### config.mk
export PLATFORM = sky130hd
export DESIGN_NAME = triangle_assembler_with_restart
export DESIGN_NICKNAME = d
export VERILOG_FILES = /design/src/rtl/tawr_pkg.sv /design/src/rtl/tawr_front.sv /design/src/rtl/tawr_queue.sv /design/src/rtl/tawr_back.sv /design/src/rtl/triangle_assembler_with_restart.sv
export VERILOG_INCLUDE_DIRS = /design/src /design/src/rtl
export SDC_FILE = /design/constraint.sdc
export NUM_CORES = 1
export LEC_CHECK = 0
export CAP_MARGIN = 25
export CELL_PAD_IN_SITES_DETAIL_PLACEMENT = 0
export CELL_PAD_IN_SITES_GLOBAL_PLACEMENT = 1
export CORE_MARGIN = 3
export CORE_UTILIZATION = 54
export DETAILED_ROUTE_END_ITERATION = 8
export DONT_BUFFER_PORTS = 1
export PLACE_DENSITY = 0.91
export SETUP_SLACK_MARGIN = 0.05
export SYNTH_ARGS = -nofsm -noshare
export SYNTH_HDL_FRONTEND = slang
export SYNTH_SLANG_ARGS = --single-unit
### constraint.sdc
create_clock -name i_clk -period 8.3 [get_ports i_clk]
set_input_delay 1.66 -clock i_clk [delete_from_list [all_inputs] [get_ports i_clk]]
set_output_delay 1.66 -clock i_clk [all_outputs]
set_load 0.05 [all_outputs]
### src/rtl/assert_macros.svh
`ifndef ASSERT_MACROS_SVH
`define ASSERT_MACROS_SVH

// Checks that an expression holds at every clock edge outside reset.
`define ASSERT_ALWAYS(lbl, clk, rst_n, expr) \
    lbl: assert property (@(posedge clk) disable iff (!rst_n) (expr)) \
        else $error("%m: invariant violated");

// Checks that a condition implies a consequence in the same cycle.
`define ASSERT_IMPLIES(lbl, clk, rst_n, ante, cons) \
    lbl: assert property (@(posedge clk) disable iff (!rst_n) (ante) |-> (cons)) \
        else $error("%m: implication violated");

// Checks that a condition implies a consequence in the following cycle.
`define ASSERT_NEXT(lbl, clk, rst_n, ante, cons) \
    lbl: assert property (@(posedge clk) disable iff (!rst_n) (ante) |=> (cons)) \
        else $error("%m: next-cycle check violated");

`endif

### src/rtl/tawr_pkg.sv
package tawr_pkg;

    // Index width and the restart codes.
    localparam int unsigned IDX_W = 32;
    localparam logic [IDX_W-1:0] NARROW_MASK    = 32'h0000_FFFF;
    localparam logic [IDX_W-1:0] RESTART_NARROW = 32'h0000_FFFF;
    localparam logic [IDX_W-1:0] RESTART_WIDE   = 32'hFFFF_FFFF;

    // Queue between the front and the back.
    localparam int unsigned Q_DEPTH = 4;
    localparam int unsigned Q_PTR_W = $clog2(Q_DEPTH);
    localparam int unsigned Q_CNT_W = $clog2(Q_DEPTH + 1);

    // Result buffer at the output.
    localparam int unsigned OUT_DEPTH = 2;
    localparam int unsigned OUT_PTR_W = $clog2(OUT_DEPTH);
    localparam int unsigned OUT_CNT_W = $clog2(OUT_DEPTH + 1);

    // Configuration register indexes.
    typedef logic [0:0] t_cfg_idx;
    localparam t_cfg_idx CFG_WIDE_INDICES   = 1'b0;
    localparam t_cfg_idx CFG_PRIMITIVE_MODE = 1'b1;

    // Number of valid entries in the two-entry window.
    typedef enum logic [1:0] {
        FILL_EMPTY,
        FILL_ONE,
        FILL_TWO
    } t_fill;

    // One classified index as it travels from the front to the back.
    typedef struct packed {
        logic [IDX_W-1:0] index;
        logic             restart;
        logic             last;
        logic             strip;
    } t_item;

    // One result as it leaves the block.
    typedef struct packed {
        logic [IDX_W-1:0] corner_a;
        logic [IDX_W-1:0] corner_b;
        logic [IDX_W-1:0] corner_c;
        logic             tri_valid;
        logic             done;
    } t_result;

    // Occupancy flags of the middle queue.
    typedef struct packed {
        logic empty;
        logic full;
    } t_q_status;

endpackage

### src/rtl/tawr_front.sv
module tawr_front
    import tawr_pkg::*;
(
    input  logic             i_clk,
    input  logic             i_rst_n,
    input  logic             i_cfg_we,
    input  t_cfg_idx         i_cfg_index,
    input  logic             i_cfg_wdata,
    input  logic [IDX_W-1:0] i_vertex_index,
    input  logic             i_stream_end,
    output t_item            o_item
);

    logic r_wide;
    logic r_strip;
    logic n_wide;
    logic n_strip;
    logic [IDX_W-1:0] w_masked;

    // Configuration register writes.
    always_comb begin
        n_wide  = r_wide;
        n_strip = r_strip;
        if (i_cfg_we) begin
            case (i_cfg_index)
                CFG_WIDE_INDICES:   n_wide  = i_cfg_wdata;
                CFG_PRIMITIVE_MODE: n_strip = i_cfg_wdata;
                default: ;
            endcase
        end
    end

    always_ff @(posedge i_clk) begin
        if (!i_rst_n) begin
            r_wide  <= 1'b0;
            r_strip <= 1'b0;
        end else begin
            r_wide  <= n_wide;
            r_strip <= n_strip;
        end
    end

    // Mask narrow indices and detect the restart code.
    assign w_masked = r_wide ? i_vertex_index : (i_vertex_index & NARROW_MASK);

    always_comb begin
        o_item.index   = w_masked;
        o_item.restart = (w_masked == RESTART_NARROW) ||
                         (r_wide && (w_masked == RESTART_WIDE));
        o_item.last    = i_stream_end;
        o_item.strip   = r_strip;
    end

endmodule

### src/rtl/tawr_queue.sv
`include "assert_macros.svh"

module tawr_queue
    import tawr_pkg::*;
(
    input  logic      i_clk,
    input  logic      i_rst_n,
    input  logic      i_push,
    input  t_item     i_item,
    input  logic      i_pop,
    output t_item     o_head,
    output t_q_status o_status
);

    t_item              r_mem [Q_DEPTH];
    logic [Q_PTR_W-1:0] r_wr_ptr;
    logic [Q_PTR_W-1:0] r_rd_ptr;
    logic [Q_CNT_W-1:0] r_cnt;
    logic [Q_CNT_W-1:0] n_cnt;
    logic               w_wr;
    logic               w_rd;

    // Occupancy flags and qualified transactions.
    assign o_status.empty = (r_cnt == '0);
    assign o_status.full  = (r_cnt == Q_CNT_W'(Q_DEPTH));
    assign w_wr = i_push && !o_status.full;
    assign w_rd = i_pop && !o_status.empty;
    assign o_head = r_mem[r_rd_ptr];

    always_comb begin
        n_cnt = r_cnt;
        if (w_wr && !w_rd) begin
            n_cnt = r_cnt + 1'b1;
        end else if (w_rd && !w_wr) begin
            n_cnt = r_cnt - 1'b1;
        end
    end

    // Pointer and count registers.
    always_ff @(posedge i_clk) begin
        if (!i_rst_n) begin
            r_wr_ptr <= '0;
            r_rd_ptr <= '0;
            r_cnt    <= '0;
        end else begin
            r_cnt <= n_cnt;
            if (w_wr) begin
                r_wr_ptr <= r_wr_ptr + 1'b1;
            end
            if (w_rd) begin
                r_rd_ptr <= r_rd_ptr + 1'b1;
            end
        end
    end

    // Entry storage needs no reset.
    always_ff @(posedge i_clk) begin
        if (w_wr) begin
            r_mem[r_wr_ptr] <= i_item;
        end
    end

    `ASSERT_ALWAYS(a_q_no_overflow, i_clk, i_rst_n, r_cnt <= Q_CNT_W'(Q_DEPTH))
    `ASSERT_NEXT(a_q_drain, i_clk, i_rst_n, w_rd && !w_wr, r_cnt == $past(r_cnt) - 1'b1)

endmodule

### src/rtl/tawr_back.sv
`include "assert_macros.svh"

module tawr_back
    import tawr_pkg::*;
(
    input  logic      i_clk,
    input  logic      i_rst_n,
    input  t_item     i_head,
    input  t_q_status i_q_status,
    output logic      o_q_pop,
    input  logic      i_pop,
    output logic      o_empty,
    output t_result   o_result
);

    logic [IDX_W-1:0]     r_older;
    logic [IDX_W-1:0]     r_newer;
    t_fill                r_fill;
    logic                 r_parity;
    logic [IDX_W-1:0]     n_older;
    logic [IDX_W-1:0]     n_newer;
    t_fill                n_fill;
    logic                 n_parity;

    t_result              r_out [OUT_DEPTH];
    logic [OUT_PTR_W-1:0] r_out_wr;
    logic [OUT_PTR_W-1:0] r_out_rd;
    logic [OUT_CNT_W-1:0] r_out_cnt;
    logic [OUT_CNT_W-1:0] n_out_cnt;

    logic                 w_out_rd;
    logic                 w_take;
    logic                 w_made;
    logic                 w_out_wr;
    t_result              w_res;

    // Result buffer read side.
    assign o_empty  = (r_out_cnt == '0);
    assign o_result = r_out[r_out_rd];
    assign w_out_rd = i_pop && !o_empty;

    // Take the next item when the result buffer has room this cycle.
    assign w_take  = !i_q_status.empty &&
                     ((r_out_cnt != OUT_CNT_W'(OUT_DEPTH)) || w_out_rd);
    assign o_q_pop = w_take;

    // Window update and triangle formation for the item at the queue head.
    always_comb begin
        n_older  = r_older;
        n_newer  = r_newer;
        n_fill   = r_fill;
        n_parity = r_parity;
        w_made   = 1'b0;
        w_res    = '0;
        if (i_head.restart) begin
            n_fill   = FILL_EMPTY;
            n_parity = 1'b0;
        end else begin
            case (r_fill)
                FILL_TWO: begin
                    w_made         = 1'b1;
                    w_res.corner_c = i_head.index;
                    if (i_head.strip && r_parity) begin
                        w_res.corner_a = r_newer;
                        w_res.corner_b = r_older;
                    end else begin
                        w_res.corner_a = r_older;
                        w_res.corner_b = r_newer;
                    end
                    if (i_head.strip) begin
                        n_older  = r_newer;
                        n_newer  = i_head.index;
                        n_parity = !r_parity;
                    end else begin
                        n_fill   = FILL_EMPTY;
                        n_parity = 1'b0;
                    end
                end
                FILL_ONE: begin
                    n_newer = i_head.index;
                    n_fill  = FILL_TWO;
                end
                default: begin
                    n_older = i_head.index;
                    n_fill  = FILL_ONE;
                end
            endcase
        end
        // The end of a draw empties the window and clears the strip parity.
        if (i_head.last) begin
            n_fill   = FILL_EMPTY;
            n_parity = 1'b0;
        end
        w_res.tri_valid = w_made;
        w_res.done      = i_head.last;
    end

    assign w_out_wr = w_take && (w_made || i_head.last);

    always_comb begin
        n_out_cnt = r_out_cnt;
        if (w_out_wr && !w_out_rd) begin
            n_out_cnt = r_out_cnt + 1'b1;
        end else if (w_out_rd && !w_out_wr) begin
            n_out_cnt = r_out_cnt - 1'b1;
        end
    end

    // Control registers.
    always_ff @(posedge i_clk) begin
        if (!i_rst_n) begin
            r_fill    <= FILL_EMPTY;
            r_parity  <= 1'b0;
            r_out_wr  <= '0;
            r_out_rd  <= '0;
            r_out_cnt <= '0;
        end else begin
            r_out_cnt <= n_out_cnt;
            if (w_take) begin
                r_fill   <= n_fill;
                r_parity <= n_parity;
            end
            if (w_out_wr) begin
                r_out_wr <= r_out_wr + 1'b1;
            end
            if (w_out_rd) begin
                r_out_rd <= r_out_rd + 1'b1;
            end
        end
    end

    // Window and result payload registers.
    always_ff @(posedge i_clk) begin
        if (w_take) begin
            r_older <= n_older;
            r_newer <= n_newer;
        end
        if (w_out_wr) begin
            r_out[r_out_wr] <= w_res;
        end
    end

    `ASSERT_IMPLIES(a_parity_needs_full_window, i_clk, i_rst_n, r_parity, r_fill == FILL_TWO)
    `ASSERT_IMPLIES(a_empty_result_ends_draw, i_clk, i_rst_n, w_out_wr && !w_res.tri_valid, w_res.done)

endmodule

### src/rtl/triangle_assembler_with_restart.sv
// Triangle assembler with primitive restart.
// Input channel: one vertex index per transaction on i_vertex_index with
// i_stream_end marking the last index of a draw; a transaction completes
// when push is high and full is low.
// Result channel: corners, triangle flag and draw-done flag of the oldest
// result are on the output ports while empty is low; pop takes it.
// Configuration: i_cfg_we writes i_cfg_wdata into register i_cfg_index
// (0: wide indices, 1: strip mode) at the clock edge; write only when idle.
// Throughput is one index per cycle while the result buffer has room: the
// back end retires one queued index per cycle with a single window update.
// An accepted index is written into the four-entry middle queue, and any
// result it makes into the two-entry result buffer that drives the ports.
// When the receiver stalls, the result buffer and then the middle queue
// fill, and full rises once two results are buffered and four indices queued.
// Synchronous reset clears both registers to zero, empties the window,
// the strip parity and both queues.
module triangle_assembler_with_restart
    import tawr_pkg::*;
(
    input  logic             i_clk,
    input  logic             i_rst_n,
    input  logic             i_cfg_we,
    input  t_cfg_idx         i_cfg_index,
    input  logic             i_cfg_wdata,
    input  logic             push,
    output logic             full,
    input  logic [IDX_W-1:0] i_vertex_index,
    input  logic             i_stream_end,
    output logic             empty,
    input  logic             pop,
    output logic [IDX_W-1:0] o_corner_a,
    output logic [IDX_W-1:0] o_corner_b,
    output logic [IDX_W-1:0] o_corner_c,
    output logic             o_triangle_valid,
    output logic             o_draw_done
);

    t_item     w_item;
    t_item     w_head;
    t_q_status w_q_status;
    logic      w_q_pop;
    t_result   w_result;

    // Front end: configuration and index classification.
    tawr_front u_front (
        .i_clk          (i_clk),
        .i_rst_n        (i_rst_n),
        .i_cfg_we       (i_cfg_we),
        .i_cfg_index    (i_cfg_index),
        .i_cfg_wdata    (i_cfg_wdata),
        .i_vertex_index (i_vertex_index),
        .i_stream_end   (i_stream_end),
        .o_item         (w_item)
    );

    // Decoupling queue between front and back.
    tawr_queue u_queue (
        .i_clk    (i_clk),
        .i_rst_n  (i_rst_n),
        .i_push   (push),
        .i_item   (w_item),
        .i_pop    (w_q_pop),
        .o_head   (w_head),
        .o_status (w_q_status)
    );

    // Back end: window, triangle assembly and result buffer.
    tawr_back u_back (
        .i_clk      (i_clk),
        .i_rst_n    (i_rst_n),
        .i_head     (w_head),
        .i_q_status (w_q_status),
        .o_q_pop    (w_q_pop),
        .i_pop      (pop),
        .o_empty    (empty),
        .o_result   (w_result)
    );

    // Port outputs.
    assign full             = w_q_status.full;
    assign o_corner_a       = w_result.corner_a;
    assign o_corner_b       = w_result.corner_b;
    assign o_corner_c       = w_result.corner_c;
    assign o_triangle_valid = w_result.tri_valid;
    assign o_draw_done      = w_result.done;

endmodule
==> Word level (Yosys, flattened, before mapping) <==
Memory sizes are Yosys's and may differ from the RTL's. A register that Yosys moved wholly into a read port is not among the register bits.
Cells that the tools add are included.
{ "classes": {"n_eq_ne": 8, "mux": 30, "n_addsub": 8, "bitwise": 3, "n_reduce_logical": 34} }
{ "op_table": {"columns": ["op", "n"], "rows": [
  ["$mux W96", 2],
  ["$pmux W32 S2", 2],
  ["$mux W32", 3],
  ["$mux W64", 1],
  ["$eq A32 B16 Y1 const B", 1],
  ["$eq A32 B32 Y1 const B", 1],
  ["$mux W2", 7],
  ["$mux W1", 12],
  ["$logic_and A1 B1 Y1", 11],
  ["$logic_not A1 Y1", 8],
  ["$reduce_and A2 Y1", 4],
  ["$reduce_and A4 Y1", 2],
  ["$add A2 B1 Y2 const B", 3],
  ["$mux W3", 2],
  ["$reduce_bool A2 Y1", 3],
  ["$ne A4 B2 Y1 const B", 1],
  ["$pmux W2 S2", 1],
  ["$add A3 B1 Y3 const B", 1],
  ["$eq A3 B3 Y1 const B", 1],
  ["$logic_not A3 Y1", 1],
  ["$logic_or A1 B1 Y1", 3],
  ["$not A1 Y1", 3],
  ["$reduce_bool A3 Y1", 1],
  ["$sub A3 B1 Y3 const B", 1],
  ["7 further kinds", 8]
]} }
{ "totals": {"memories": 2, "wordCells": 97, "ff_bits": 80, "ram_bits": 336, "output_inout_bits": 100} }
{ "mem_list": {"columns": ["memory", "depth", "width", "rd", "rd_ports_with_merged_regs", "write_ports", "line_no", "source"], "rows": [
  ["u_back.r_out", 2, 98, 1, 1, 1, "tawr_back.sv:25", "t_result r_out [OUT_DEPTH];"],
  ["u_queue.r_mem", 4, 35, 1, 1, 1, "tawr_queue.sv:15", "t_item r_mem [Q_DEPTH];"]
]} }

==> Depth between registers and ports, before layout <==
{ "depth": {"word_depth": 10, "depth_mapped": 10} }

==> By module <==
Synthesis repeated with hierarchy kept, for this count alone.
{ "unflattened": {"hier_cells": 1000, "area_unflattened_um2": 17042.6} }
{ "by_module_without_submodules": {"columns": ["mod", "area_per_inst_um2", "cells_per_inst", "n_inst", "seq_area_each_um2"], "rows": [
  ["tawr_back", 11010.6, 708, 1, 7967.6],
  ["tawr_queue", 5591.6, 231, 1, 4384.2],
  ["tawr_front", 440.4, 61, 1, 40.0]
]} }

==> Worst setup path after synthesis <==
No wires, ideal clock.
{ "synth_path": {"path_kind": "input to register", "startpoint": "in pop", "endpoint": "mem u_back.r_out[0][0] (netlist name), enable pin", "slack_ns": 1.032, "arrival_ns": 6.701, "n_path_buf": 1, "cell_stages": 5, "required_time_ns": 7.733, "path_cell_list": "nor3b_1 or2_2 clkbuf_1 a21oi_2 nor2b_1"} }
{ "synth_via": {"elab_chain_cells": 6} }
{ "synth_lines": {"columns": ["element", "line_no", "source"], "rows": [
  ["start: declaration", "triangle_assembler_with_restart.sv:30", "input logic pop,"],
  ["$logic_and A1 B1 Y1", "tawr_back.sv:40", "assign w_out_rd = i_pop && !o_empty;"],
  ["$logic_or A1 B1 Y1", "tawr_back.sv:44", "((r_out_cnt != OUT_CNT_W'(OUT_DEPTH)) || w_out_rd);"],
  ["$logic_and A1 B1 Y1", "tawr_back.sv:43", "assign w_take = !i_q_status.empty &&"],
  ["$logic_and A1 B1 Y1", "tawr_back.sv:98", "assign w_out_wr = w_take && (w_made || i_head.last);"],
  ["$mux W1", "tawr_back.sv:138", "if (w_out_wr) begin"],
  ["$mux W1 (implied by the code)", "tawr_back.sv:139", "r_out[r_out_wr] <= w_res;"],
  ["end: declaration", "tawr_back.sv:25", null]
]} }
No other way between the ends.

==> reports/metrics.cfg <==
[run_status]
status = finished clean

[placed_design]
dpl.hpwl_mm = 19.7
place_ws_ns = 4.00
dp_cells = 1397
placed_area_um2 = 17100
place_congestion = 0.799
portBuffers = 0

[sta]
setup_viol = 0
finClkSkew_ns = 0.0180
drv_slew = 0
worst_slack_ns = 4.13
grt_setup_unrepaired = no
min_period_over_period_pct = 50.2
timing.fmax_mhz = 240
setup_tns_ns = 0
slew_headroom_pct = 29.3
fin_crit_ns = 4.17
max_slew.worst_pin.slew_ns = 1.06
hold_violations = 0
hold_slack_ns = 0.515

[synthesis]
mappedNetlistArea_um2 = 16800
syn_area_per_cell_um2 = 16.0
ys_seq_area_share_pct = 74.0
synth.distinct_cells = 41
ys.flop_type = edfxtp_1
syn_inst = 1044
ys_warn_count = 0
syn-num-nets = 1094
synth_edf_count = 400
async_flop_share_pct = 0
synth-seq-cells = 419

[cells_and_area]
final_common_cell = edfxtp_1
final_cell_area_um2 = 18400
syn_to_final_growth_pct = 9.75
final_core_utilization_pct = 61.1
final_cell_mix = edfxtp_1, nand2_1, mux2_2
drive_above_1_share_pct = 20.9
fin_cells = 1470
antenna_cells = 0
final_nets = 1101

[critical_path]
ff2ff_path_depth = 8
cpPeakStageDelay_ns = 0.81
path_cells = buf_4 > mux2_2
worstPathArrival_ns = 2.51
crit_type = reg2out
crit_slowest_cell = buf_4
end_kind = output port
reg2reg_from = u_back.r_fill[0]$_SDFFE_PN0P_
r2r-end = u_back.r_out[0][61]$_DFFE_PP_
startpoint_type = register
r2r_setup_slack_ns = 4.52
worst-path-max-fanout = 71
crit_required_ns = 6.64

[global_routing]
grt_pass1_vias = 8367
grt_first_pass_wirelength_mm = 48.3
grt_max_degree = 77
globalRouteTotalUtil_pct = 18.6
antenna_found_initial = 0
grt-ovfl-total = 0

[routing]
ant_nets = 0
vias = 8437
drt_iter0_drc = 763
routed.top_layer = met4
vias_per_cell = 5.74
wl_met3_mm = 2.35
firstDrtPassIters = 7
drt-met1-wl_mm = 13.6
finalWirelength_mm = 31.2
wl_met2_mm = 14.4
wl_per_cell_um = 21.2
drc_errors = 0

[clock_network]
insertion_delay_ns = 0.52
cts_resized = 0
cts_num_sinks = 419
htree_levels = 2
cts_tree = built
cts_root_buf = clkbuf_16
post-cts-setup-buffers = 0
cts_buffers = 41
cts_buffer_depth = 3
cts.hold.buffers_added = 0
clk_pin_slew_ns = 0.06

[pwr]
p_leak_nw = 6.32
finalPower_mw = 6.80
powerDensity_nw_per_um2 = 370
vdd_drop_max_mv = 0.168

[hold_path]
holdCritStartpoint = u_back.r_out_rd$_SDFFE_PN0P_
holdPathEnd = u_back.r_out_rd$_SDFFE_PN0P_
min_delay_path_depth = 2
hold_class = reg2reg

[die]
die_w_um = 182
fp.dieH_um = 182
row_count = 63
die_area_um2 = 33200
io_pins = 140
initial_core_util_pct = 55.6
core_um2 = 30100

[run]
drv_cap = 0

## worst max-delay path, delay by kind of cell (launching register included)
| family | cells | cell delay (ns) |
|---|---|---|
| buffers and inverters | 1 | 0.81 |
| DFF | 1 | 0.57 |
| muxes | 1 | 0.55 |
## cells by family (layout without fill, tap and decap cells)
family / count (synthesis) / in the layout / synth area share [%]
flops: 419 / 419 / 74.0
simple gates: 329 / 329 / 8.72
mux: 137 / 137 / 11.5
compound gates: 78 / 78 / 2.69
buf+inv: 63 / 99 / 1.89
fa+ha+maj: 10 / 10 / 0.792
xor+xnor: 8 / 8 / 0.418
## area by class of cell
class	count	area [um2]
clock buffer	64	1160
clock inverter	8	61.3
fill	2115	11700
inverter	10	37.5
multi-input combinational	562	4070
sequential	419	12400
tap	390	488
timing repair buffer	17	173
## Yosys cell counts (3+ instances only)
| cell | n | area (um2) |
|---|---|---|
| ha_1 | 9 | 113 |
| dfxtp_1 | 19 | 380 |
| nor3b_1 | 3 | 22.5 |
| nand2_1 | 230 | 863 |
| nor2_1 | 14 | 52.6 |
| edfxtp_1 | 400 | 12000 |
| nor4_1 | 6 | 37.5 |
| mux2i_1 | 4 | 40.0 |
| and2_1 | 53 | 332 |
| a21oi_1 | 57 | 285 |
| buf_6 | 7 | 78.8 |
| a21oi_2 | 11 | 96.3 |
| buf_2 | 17 | 85.1 |
| inv_1 | 8 | 30.0 |
| mux4_2 | 35 | 788 |
| clkbuf_1 | 24 | 90.1 |
| mux2_2 | 98 | 1100 |
| o21ai_0 | 4 | 20.0 |
| xor2_1 | 6 | 52.6 |
| nand4_1 | 9 | 56.3 |
## state kept, by name (all words and copies together) (netlist names), 2 cells and up, named ones only
register and flops:
u_back.r_newer 32, u_back.r_older 32, u_back.r_out_cnt 2, u_queue.r_mem 140
u_queue.r_cnt 3, u_queue.r_rd_ptr 2, u_back.r_out 196, u_back.r_fill 2
u_queue.r_wr_ptr 2
## layer usage
layer / global-route usage, % / up-vias
li1: - / 3875
met3: 4.74 / 53
met2: 28.6 / 292
met5: 0 / -
met1: 26.4 / 4217
met4: 5.88 / 0
## report_power, final
part | internal (mW) | total [mW] | switching, mW
registers | 2.88 | 3.04 | 0.153
clock network | 0.989 | 1.70 | 0.715
logic | 0.503 | 2.06 | 1.56
## how the worst max path moves through the flow
stage                                                to  slack (ns)  cells after the start
after global routing                        o_draw_done        3.97                      2
after floorplan            u_back.r_out[0][0]$_DFFE_PP_        1.03                      5
after CTS                 u_back.r_out[1][94]$_DFFE_PP_        3.98                      8
after global placement    u_back.r_out[1][91]$_DFFE_PP_        4.07                      8
after detailed placement  u_back.r_out[1][94]$_DFFE_PP_        4.00                      8
final                                    o_corner_b[26]        4.13                      2
No activity file was read; power rests on OpenSTA's default activity.
